### src/design/eggd_pkg.sv
// ---------------------------------------------------------------------------
// eggd_pkg: shared definitions for the egg drop solver
// Sizes, microcode step and condition codes, control word and the microcode
// program itself.
// ---------------------------------------------------------------------------
package eggd_pkg;

  localparam int MAX_EGGS   = 8;
  localparam int MAX_FLOORS = 255;

  localparam int EGG_IN_W   = 4;
  localparam int FLOOR_IN_W = 8;
  localparam int DATA_W     = 8;
  localparam int EGG_W      = $clog2(MAX_EGGS + 1);
  localparam int COL_W      = $clog2(MAX_FLOORS + 1);
  localparam int UPC_W      = 4;
  localparam int COND_W     = 3;

  // jump conditions
  localparam logic [COND_W-1:0] C_NEVER      = 3'd0;
  localparam logic [COND_W-1:0] C_ALWAYS     = 3'd1;
  localparam logic [COND_W-1:0] C_NOT_START  = 3'd2;
  localparam logic [COND_W-1:0] C_ZERO       = 3'd3;
  localparam logic [COND_W-1:0] C_F_NOT_DONE = 3'd4;
  localparam logic [COND_W-1:0] C_E_DONE     = 3'd5;
  localparam logic [COND_W-1:0] C_J_NOT_LAST = 3'd6;
  localparam logic [COND_W-1:0] C_OUT_BUSY   = 3'd7;

  // microcode steps
  localparam logic [UPC_W-1:0] S_IDLE    = 4'd0;
  localparam logic [UPC_W-1:0] S_ZCHK    = 4'd1;
  localparam logic [UPC_W-1:0] S_ROW1    = 4'd2;
  localparam logic [UPC_W-1:0] S_ROWEND  = 4'd3;
  localparam logic [UPC_W-1:0] S_JSTART  = 4'd4;
  localparam logic [UPC_W-1:0] S_JLOOP   = 4'd5;
  localparam logic [UPC_W-1:0] S_DRAIN   = 4'd6;
  localparam logic [UPC_W-1:0] S_WRBEST  = 4'd7;
  localparam logic [UPC_W-1:0] S_NEXTF   = 4'd8;
  localparam logic [UPC_W-1:0] S_FIN     = 4'd9;
  localparam logic [UPC_W-1:0] S_OUT     = 4'd10;
  localparam logic [UPC_W-1:0] S_OUTRET  = 4'd11;
  localparam logic [UPC_W-1:0] S_ZOUT    = 4'd12;
  localparam logic [UPC_W-1:0] S_ZOUTRET = 4'd13;

  typedef struct packed {
    logic [COND_W-1:0] cond;
    logic [UPC_W-1:0]  target;
    logic              load;
    logic              wr_f;
    logic              wr_best;
    logic              f_inc;
    logic              f_init;
    logic              e_inc;
    logic              j_init;
    logic              best_init;
    logic              issue;
    logic              rd_final;
    logic              out_load;
    logic              out_zero;
  } ctrl_t;

  typedef struct packed {
    logic start;
    logic zero;
    logic f_done;
    logic e_done;
    logic j_last;
    logic out_busy;
  } stat_t;

  function automatic ctrl_t ucode(input logic [UPC_W-1:0] upc);
    ctrl_t c;
    c = '0;
    case (upc)
      S_IDLE: begin
        c.load = 1'b1;
        c.cond = C_NOT_START;
        c.target = S_IDLE;
      end
      S_ZCHK: begin
        c.cond = C_ZERO;
        c.target = S_ZOUT;
      end
      S_ROW1: begin
        c.wr_f = 1'b1;
        c.f_inc = 1'b1;
        c.cond = C_F_NOT_DONE;
        c.target = S_ROW1;
      end
      S_ROWEND: begin
        c.e_inc = 1'b1;
        c.f_init = 1'b1;
        c.cond = C_E_DONE;
        c.target = S_FIN;
      end
      S_JSTART: begin
        c.j_init = 1'b1;
        c.best_init = 1'b1;
      end
      S_JLOOP: begin
        c.issue = 1'b1;
        c.cond = C_J_NOT_LAST;
        c.target = S_JLOOP;
      end
      S_DRAIN: begin
        c.cond = C_NEVER;
      end
      S_WRBEST: begin
        c.wr_best = 1'b1;
        c.f_inc = 1'b1;
        c.cond = C_F_NOT_DONE;
        c.target = S_JSTART;
      end
      S_NEXTF: begin
        c.cond = C_ALWAYS;
        c.target = S_ROWEND;
      end
      S_FIN: begin
        c.rd_final = 1'b1;
      end
      S_OUT: begin
        c.rd_final = 1'b1;
        c.out_load = 1'b1;
        c.cond = C_OUT_BUSY;
        c.target = S_OUT;
      end
      S_OUTRET: begin
        c.cond = C_ALWAYS;
        c.target = S_IDLE;
      end
      S_ZOUT: begin
        c.out_load = 1'b1;
        c.out_zero = 1'b1;
        c.cond = C_OUT_BUSY;
        c.target = S_ZOUT;
      end
      S_ZOUTRET: begin
        c.cond = C_ALWAYS;
        c.target = S_IDLE;
      end
      default: begin
        c.cond = C_ALWAYS;
        c.target = S_IDLE;
      end
    endcase
    return c;
  endfunction

endpackage

### src/design/eggd_seq.sv
// ---------------------------------------------------------------------------
// eggd_seq: microcode sequencer
// Step counter, control store lookup and conditional jump selection.
// ---------------------------------------------------------------------------
module eggd_seq (
  input  logic                        clk,
  input  logic                        rst_n,
  input  eggd_pkg::stat_t             stat,
  output eggd_pkg::ctrl_t             ctrl
);

  logic [eggd_pkg::UPC_W-1:0] upc_r;
  logic [eggd_pkg::UPC_W-1:0] upc_nxt;
  logic                       take;

  assign ctrl = eggd_pkg::ucode(upc_r);

  always_comb begin
    case (ctrl.cond)
      eggd_pkg::C_NEVER:      take = 1'b0;
      eggd_pkg::C_ALWAYS:     take = 1'b1;
      eggd_pkg::C_NOT_START:  take = !stat.start;
      eggd_pkg::C_ZERO:       take = stat.zero;
      eggd_pkg::C_F_NOT_DONE: take = !stat.f_done;
      eggd_pkg::C_E_DONE:     take = stat.e_done;
      eggd_pkg::C_J_NOT_LAST: take = !stat.j_last;
      eggd_pkg::C_OUT_BUSY:   take = stat.out_busy;
      default:                take = 1'b0;
    endcase
    upc_nxt = take ? ctrl.target : upc_r + eggd_pkg::UPC_W'(1);
  end

  always_ff @(posedge clk) begin
    if (!rst_n) begin
      upc_r <= eggd_pkg::S_IDLE;
    end else begin
      upc_r <= upc_nxt;
    end
  end

endmodule

### config.mk
export PLATFORM = sky130hd
export DESIGN_NAME = eggd_seq
export DESIGN_NICKNAME = d
export VERILOG_FILES = /design/src/design/eggd_pkg.sv /design/src/design/eggd_seq.sv
export SDC_FILE = /design/constraint.sdc
export NUM_CORES = 1
export LEC_CHECK = 0
export BUFFER_PORTS_ARGS = -buffer_cell sky130_fd_sc_hd__buf_2
export CORE_MARGIN = 2
export CORE_UTILIZATION = 40
export DETAILED_ROUTE_END_ITERATION = 12
export PLACE_DENSITY = 0.65
export SETUP_SLACK_MARGIN = 0.05
export SLEW_MARGIN = 20
export SYNTH_ARGS = -nofsm -noshare
export SYNTH_HDL_FRONTEND = slang
export SYNTH_SLANG_ARGS = --single-unit
### constraint.sdc
create_clock -name clk -period 2.6 [get_ports clk]
set_input_delay 0.26 -clock clk [delete_from_list [all_inputs] [get_ports clk]]
set_output_delay 0.26 -clock clk [all_outputs]
set_load 0.02 [all_outputs]
==> results of run 1 <==
## power groups by stage
stage | Clock, µW | Sequential (µW) | Combinational (µW)
after floorplan | 0 | 105 | 854
after global placement | 0 | 155 | 986
after detailed placement | 0 | 157 | 995
after CTS | 77.0 | 156 | 999
after global routing | 84.5 | 167 | 1090
final | 73.9 | 158 | 996
## area by class of cell
cell class / instances / area share, %
timing repair buffer: 27 / 16.9
inverter: 8 / 3.68
tap: 16 / 2.45
sequential: 4 / 9.82
clock buffer: 3 / 2.76
multi-input combinational: 65 / 64.4
## how the worst max path moves through the flow
stage,end,slack (ns),start
finish,ctrl[16],0.42,upc_r[1]
global placement,upc_r[2],0.57,upc_r[0]
global route,upc_r[1],0.28,upc_r[0]
detailed placement,upc_r[1],0.46,upc_r[0]
floorplan,upc_r[0],0.68,upc_r[0]
CTS,upc_r[1],0.44,upc_r[0]
## Yosys cell counts, drive strengths merged (2+ instances only)
cell and number:
a21boi 2, a21oi 7, and2 6, buf 6, dfxtp 4, ha 5, inv 8, mux2i 2
nand2 2, nand2b 5, nand3 3, nor2 5, nor2b 3, o21ai 3, o221ai 3, o22ai 3
o2bb2ai 3, or2 2, xnor2 2
## through the flow
step | worst slack, ns | instance area [µm²] | utilization [%] | instances
3_5_place_dp | 0.459 | 793 | 50.9 | 120
5_1_grt | 0.282 | 816 | 52.3 | 123
3_3_place_gp | 0.567 | 793 | 50.9 | 120
2_1_floorplan | 0.682 | 683 | - | 84
4_1_cts | 0.441 | 816 | 52.3 | 123
6_report | 0.423 | 816 | 52.3 | 123
## cell families (layout without fill, tap and decap cells)
| group | after synthesis | count (layout) | share of synthesized area [%] |
|---|---|---|---|
| compound gates | 28 | 28 | 35.2 |
| flops | 4 | 4 | 11.7 |
| buf+inv | 15 | 38 | 11.4 |
| fa+ha+maj | 5 | 5 | 9.16 |
| xor+xnor | 2 | 2 | 2.56 |
| simple gates | 28 | 28 | 25.3 |
| mux | 2 | 2 | 4.76 |
## critical path, delay by kind of cell (launching register included)
| kind | cells | cell delay [ns] |
|---|---|---|
| compound gates | 3 | 0.71 |
| fa+ha+maj | 1 | 0.33 |
| buf+inv | 2 | 0.26 |
| flops | 1 | 0.38 |
## layer usage
layer  GRT usage [%]  part of all wire (%)
met1            21.7                    50
met5               0                     0
met4            7.06                     0
met3            2.40                   4.4
met2            26.6                    46
==> out/metrics.csv, run 1 <==
metric,value,unit
synth_warnings,0,
slew_headroom,55.7,%
dpl.hpwl,1.19,mm
hold_path.startpoint,rst_n,
synthCells,84,
fillers,166,
path_clk_slew,0.04,ns
vias_per_cell,5.29,
p_sw_share,54.4,%
rsz0062_at_grt,no,
max_cap_viol_count,0,
mappedNetlistArea,683,µm²
cts_tree,done,
hold_viol_final,0,
synth-seq-area-share,11.7,%
crit_path_cell_trace,inv_1 > ha_1 > o22a_1 > o32ai_2 > a21o_2 > buf_2,
power_density,1500,nW/µm²
ctsHoldBuffers,0,
firstDrtPassIters,4,
final-setup-viol-count,0,
fin_skew,0.00531,ns
cts-resized-gates,0,
p_clk_share,6.0,%
async_flop_share,0,%
cts_max_level,1,
die-area,2050,µm²
power_leakage,0.000405,µW
grt_pass1_vias,580,
ant_nets,0,
synth_seq_cells,4,
final_cell_mix,"buf_2 (26), inv_1 (8), a21oi_1 (7)",
cts_buffer_depth,2,
core,1560,µm²
clockRootBuffer,clkbuf_4,
fin_hold_ws,0.309,ns
cp-end-kind,primary output,
track_usage,16.5,%
multi_input_area,526,µm²
clock_latency,0.23,ns
yosysTopAreaCell,dfxtp_1,
cpPeakStageDelay,0.38,ns
worstPathArrival,1.92,ns
layout_min_cycle_time,2.18,ns
clkSinkCount,4,
grt_pass1_wl,2.47,mm
total_power,1230,µW
regToRegStartpoint,upc_r[0],
worst_setup_path_start_kind,flip-flop,
fin_crit_sh,83.7,%
largest_reg_flops,4,
tightest_slew,0.664,ns
antennaDiodeCount,0,
drive_above_1_share,39.3,%
ys.flop_type,dfxtp_1,
regArea,80.1,µm²
final_nets,122,
p_sw,668,µW
reg2reg_to,upc_r[1],
numCtsBuffers,3,
grt_overflow,0,
wl_per_cell,12.1,µm
regMostFlops,upc_r,
critical_path_required,2.34,ns
syn_avg_cell_area,8.13,µm²
grt_max_degree,20,
holdPathEnd,upc_r[3],
seqPwrFrac,12.9,%
antenna_found_initial,0,
place.gp.congestion,0.755,
largest_registers,upc_r (4),
die_w,45.3,µm
hp-class,in -> reg,
numPortBuffers,26,
max_freq,459,MHz
intPower,560,µW
netlist_top_cells_area,"dfxtp_1 (12%), ha_1 (9.2%), and2_1 (5.5%)",
syn-num-nets,97,
regToRegSetupSlack,0.45,ns
combPwrFrac,81.1,%
cts_setup_buffers,0,
synth.top_cell.area_share,11.7,%
synth_edf_count,0,
cp_max_fo,11,
critPathKind,reg -> out,
hold_depth,3,
syn2layout_area_growth,19.4,%
vias,651,
drv_slew,0,
final_common_cell,buf_2,
cp_slowest_cell,dfxtp_1,
vdd_drop_max,0.000865,V
r2r.worst_path.cells,8,
drt_iter0_markers,10,
drc,0,
die_h,45.3,µm
initial_core_util,43.8,%
status,completed,
routed_wl,1.49,mm
fp-row-count,14,
ios,27,
fin_tns_setup,0,ns
yosys.cell_types.count,40,
No activity file was read; power rests on OpenSTA's default activity.
==> inputs of run 2 (changes only) <==
clock period = 2.1 ns   (was 2.6 ns; I/O delays follow)
==> run 2 against run 1 <==
Against the previous run:
- die area unchanged
- total power rose by 34%
- clock skew is 0.0046 ns lower
- sequential power rose by 12%
- critical path depth grew 2
- flip-flop and latch count did not move
- global-route usage shrank 0.22 points
- final area is 8.0% higher
- utilization is 4.2 points higher
- worst hold slack got worse by 0.041 ns
- routed wire length is 3.6% higher
- largest cell class unchanged
- largest power group unchanged
==> out/metrics.csv, run 2 (same netlist as run 1, synthesis figures left out) <==
metric,value,unit,change
drt_iter0_markers,6,,was 10
track_usage,16.3,%,was 16.5%
cts_setup_buffers,0,,unchanged
die_w,45.3,µm,unchanged
cp_max_fo,7,,was 11
critical_path_required,2.26,ns,was 2.34 ns
regMostFlops,upc_r,,unchanged
drc,0,,unchanged
grt_pass1_wl,2.48,mm,was 2.47 mm
holdPathEnd,upc_r[3],,unchanged
clock_latency,0.23,ns,about the same
power_leakage,0.000420,µW,was 0.000405 µW
die-area,2050,µm²,unchanged
worstPathArrival,2.09,ns,was 1.92 ns
vias,673,,was 651
wl_met3,80,µm,was 66 µm
cts_tree,done,,unchanged
cp-end-kind,flip-flop,,was primary output
hold_viol_final,0,,unchanged
status,completed,,unchanged
grt_max_degree,12,,was 20
hold_path.startpoint,rst_n,,unchanged
syn2layout_area_growth,28.9,%,was 19.4%
vdd_drop_max,0.00120,V,was 0.000865 V
initial_core_util,43.8,%,unchanged
largest_reg_flops,4,,unchanged
numCtsBuffers,3,,unchanged
stdcell_count,125,,was 123
routed_wl,1.54,mm,was 1.49 mm
ios,27,,unchanged
hold_depth,3,,unchanged
reg2reg_to,upc_r[0],,was upc_r[1]
worst_setup_path_start_kind,flip-flop,,unchanged
clkSinkCount,4,,unchanged
critPathKind,reg -> reg,,was reg -> out
final_cell_mix,"buf_2 (26), inv_1 (8), and2_1 (6)",,"was buf_2 (26), inv_1 (8), a21oi_1 (7)"
final-setup-viol-count,0,,unchanged
hp-class,in -> reg,,unchanged
rsz0062_at_grt,no,,unchanged
grt_overflow,0,,unchanged
power_density,1870,nW/µm²,was 1500 nW/µm²
path_clk_slew,0.04,ns,about the same
total_power,1650,µW,was 1230 µW
die_h,45.3,µm,unchanged
numPortBuffers,26,,unchanged
met1Wirelength,704,µm,was 738 µm
antenna_found_initial,0,,unchanged
dp.cells,122,,was 120
routed.top_layer,met3,,unchanged
regToRegSetupSlack,0.17,ns,was 0.45 ns
route.met2.wl,758,µm,was 684 µm
core,1560,µm²,unchanged
r2r.worst_path.cells,8,,unchanged
fp-row-count,14,,unchanged
dpl.hpwl,1.19,mm,about the same
cts_buffer_depth,2,,unchanged
wl_per_cell,12.3,µm,was 12.1 µm
max_freq,518,MHz,
max_cap_viol_count,0,,unchanged
slew_headroom,74.5,%,was 55.7%
final_common_cell,buf_2,,unchanged
final_nets,124,,was 122
clockRootBuffer,clkbuf_4,,unchanged
drv_slew,0,,unchanged
drive_above_1_share,49.5,%,was 39.3%
vias_per_cell,5.38,,was 5.29
largest_registers,upc_r (4),,unchanged
regToRegStartpoint,upc_r[0],,unchanged
ctsHoldBuffers,0,,unchanged
fin_skew,0.000670,ns,was 0.00531 ns
cts_max_level,1,,unchanged
grt_pass1_vias,579,,was 580
layout_min_cycle_time,1.93,ns,
fin_crit_sh,91.9,%,
antennaDiodeCount,0,,unchanged
fin_hold_ws,0.268,ns,was 0.309 ns
firstDrtPassIters,3,,was 4
ant_nets,0,,unchanged
place.gp.congestion,0.703,,was 0.755
tightest_slew,0.382,ns,was 0.664 ns
## run 2: metal layers
metal,vias up,global-route usage (%)
met1,308,21.5
li1,344,-
met5,-,0
met3,0,2.40
met4,0,5.29
met2,21,26.9
## run 2: worst max path at each step
stage | slack [ns] | endpoint | depth (start not counted) | start
floorplan | 0.18 | upc_r[0] | 8 | upc_r[0]
global placement | 0.07 | upc_r[2] | 8 | upc_r[0]
detailed placement | -0.006 | upc_r[3] | 8 | upc_r[0]
CTS | 0.09 | ctrl[16] | 6 | upc_r[0]
global route | 0.04 | upc_r[2] | 8 | upc_r[1]
finish | 0.17 | upc_r[0] | 8 | upc_r[0]
## run 2: cell type report
class | instances | area (µm²)
fill | 153 | 678
multi-input combinational | 65 | 574
timing repair buffer | 29 | 153
sequential | 4 | 81.3
inverter | 8 | 30.0
clock buffer | 3 | 22.5
tap | 16 | 20.0
## run 2: timing repair
action	CTS	global route
setup endpoints to repair	5	3
gates resized for setup	3	9
pin swaps	0	2
hold endpoints to repair	0	0
## run 2: where the power goes
group / internal, µW / switching [µW]
logic: 597 / 784
registers: 109 / 67.5
clock network: 63.7 / 28.6
## run 2: critical path, stage by stage, from the launching register on
cell       delay (ns)
dfxtp_2          0.38
inv_1            0.09
ha_2             0.24
nor2b_2          0.18
o21ai_4          0.27
and3_4           0.25
o221ai_4         0.11
a21boi_2         0.21
o2bb2ai_1        0.12
## run 2: metrics by stage
| step | utilization (%) | setup slack [ns] | TNS (ns) | cell area [µm²] |
|---|---|---|---|---|
| final | 56.5 | 0.170 | 0 | 881 |
| after global routing | 56.5 | 0.0441 | 0 | 881 |
| after floorplan | - | 0.182 | 0 | 683 |
| after CTS | 53.9 | 0.0862 | 0 | 840 |
| after detailed placement | 51.8 | -0.00609 | -0.00743 | 808 |
| after global placement | 51.8 | 0.0707 | 0 | 808 |
==> inputs of run 3 (changes only) <==
SLEW_MARGIN = 10   (was 20)
clock period = 2.2 ns   (was 2.1 ns; I/O delays follow)
==> run 3 against run 2 <==
Against the previous run:
- register-to-register slack gained 0.05 ns
- sequential power shrank 8%
- worst hold slack gained 0.0040 ns
- die area is the same
- routed wire length shrank 2.3%
- first-iteration DRC count shrank 50%
- clock power shrank 2.3%
- critical path depth shrank 2
- largest cell class unchanged
- largest power group unchanged
==> out/metrics.csv, run 3 (same netlist as run 1, synthesis figures left out) <==
metric,value,unit,change
slew_headroom,74.0,%,was 74.5%
clock_latency,0.23,ns,about the same
place.gp.congestion,0.715,,was 0.703
fin_ws,0.149,ns,was 0.170 ns
max_freq,487,MHz,
met1Wirelength,725,µm,was 704 µm
vdd_drop_max,0.00123,V,was 0.00120 V
fin_util,54.2,%,was 56.5%
drv_slew,0,,unchanged
regArea,80.1,µm²,was 81.3 µm²
cts_setup_buffers,0,,unchanged
drt_iter0_markers,3,,was 6
initial_core_util,43.8,%,unchanged
numPortBuffers,26,,unchanged
multi_input_area,532,µm²,was 574 µm²
grt_pass1_wl,2.42,mm,was 2.48 mm
final-setup-viol-count,0,,unchanged
die_w,45.3,µm,unchanged
rsz0062_at_grt,no,,unchanged
track_usage,15.7,%,was 16.3%
drc,0,,unchanged
routed_wl,1.51,mm,was 1.54 mm
antenna_found_initial,0,,unchanged
numCtsBuffers,3,,unchanged
final_common_cell,buf_2,,unchanged
ant_nets,0,,unchanged
intPower,695,µW,was 770 µW
cp_max_fo,7,,unchanged
vias,669,,was 673
combPwrFrac,83.0,%,was 83.7%
firstDrtPassIters,4,,was 3
tightest_slew,0.390,ns,was 0.382 ns
clockRootBuffer,clkbuf_4,,unchanged
fin_skew,0.00162,ns,was 0.000670 ns
max_cap_viol_count,0,,unchanged
p_sw,801,µW,was 880 µW
cts_buffer_depth,2,,unchanged
dpl.hpwl,1.24,mm,was 1.19 mm
final_nets,125,,was 124
largest_reg_flops,4,,unchanged
stdcell_count,126,,was 125
fillers,155,,was 153
power_density,1770,nW/µm²,was 1870 nW/µm²
fp-row-count,14,,unchanged
status,completed,,unchanged
dp_slack,0.0931,ns,was -0.00609 ns
crit_path_cell_trace,inv_1 > ha_1 > o21ba_2 > o221ai_1 > a21o_2 > buf_2,,was inv_1 > ha_2 > nor2b_2 > o21ai_4 > and3_4 > o221ai_4 > a21boi_2 > o2bb2ai_1
grt_pass1_vias,599,,was 579
ios,27,,unchanged
power_leakage,0.000421,µW,was 0.000420 µW
drive_above_1_share,42.7,%,was 49.5%
wl_per_cell,12.0,µm,was 12.3 µm
p_clk_share,6.0,%,was 5.6%
hold_viol_final,0,,unchanged
cp-end-kind,primary output,,was flip-flop
dp.cells,123,,was 122
grt_overflow,0,,unchanged
route.met2.wl,713,µm,was 758 µm
worst_setup_path_start_kind,flip-flop,,unchanged
p_sw_share,53.6,%,was 53.3%
hp-class,in -> reg,,unchanged
final_cell_mix,"buf_2 (26), inv_1 (8), a21oi_1 (7)",,"was buf_2 (26), inv_1 (8), and2_1 (6)"
wl_met3,68,µm,was 80 µm
worstPathArrival,1.83,ns,was 2.09 ns
fin_tns_setup,0,ns,unchanged
cts_max_level,1,,unchanged
vias_per_cell,5.31,,was 5.38
antennaDiodeCount,0,,unchanged
die_h,45.3,µm,unchanged
critical_path_required,1.98,ns,was 2.26 ns
cts-resized-gates,0,,was 3
die-area,2050,µm²,unchanged
cp_slowest_cell,dfxtp_1,,was dfxtp_2
cpPeakStageDelay,0.37,ns,was 0.38 ns
routed.top_layer,met3,,unchanged
ctsHoldBuffers,0,,unchanged
clkSinkCount,4,,unchanged
critPathKind,reg -> out,,was reg -> reg
regMostFlops,upc_r,,unchanged
path_clk_slew,0.04,ns,about the same
cts_tree,done,,unchanged
syn2layout_area_growth,23.6,%,was 28.9%
largest_registers,upc_r (4),,unchanged
grt_max_degree,13,,was 12
core,1560,µm²,unchanged
seqPwrFrac,10.9,%,was 10.7%
layout_min_cycle_time,2.05,ns,
fin_crit_sh,93.2,%,
[run 3: per-layer routing]
| layer | track usage (%) | up-vias |
|---|---|---|
| li1 | - | 345 |
| met1 | 19.8 | 301 |
| met2 | 27.1 | 23 |
| met3 | 2.40 | 0 |
| met4 | 5.29 | 0 |
| met5 | 0 | - |
[run 3: cell type report]
class / count / share of cell area, %
clock buffer: 3 / 2.67
inverter: 8 / 3.56
multi-input combinational: 65 / 63.0
sequential: 4 / 9.48
tap: 16 / 2.37
timing repair buffer: 30 / 19.0
[run 3: worst paths after layout]
path	start	endpoint	slack [ns]	cells after the start
max	upc_r[1]	ctrl[16]	0.15	6
min	rst_n	upc_r[3]	0.27	3
max reg2reg	upc_r[1]	upc_r[3]	0.22	8
min reg2reg	upc_r[0]	upc_r[0]	0.55	2
[run 3: worst max-delay path, delay by kind of cell (launching register included)]
kind,cells,cell delay [ns]
buffers and inverters,2,0.27
adder cells (fa/ha/maj),1,0.29
flip-flops,1,0.37
AO/OA/AOI/OAI,3,0.68
[run 3: power by group through the flow]
stage | Clock, µW | Sequential, µW | Combinational (µW)
final | 90.2 | 163 | 1240
after CTS | 93.8 | 163 | 1240
after floorplan | 0 | 124 | 1010
after global routing | 97.9 | 170 | 1350
after detailed placement | 0 | 163 | 1230
after global placement | 0 | 162 | 1220
[run 3: metrics by stage]
stage	power [µW]	instance area, µm²	hold slack, ns
floorplan	1130	683	0.370
global placement	1380	816	0.508
detailed placement	1400	816	0.514
CTS	1490	838	0.268
global route	1620	845	0.287
finish	1500	845	0.272
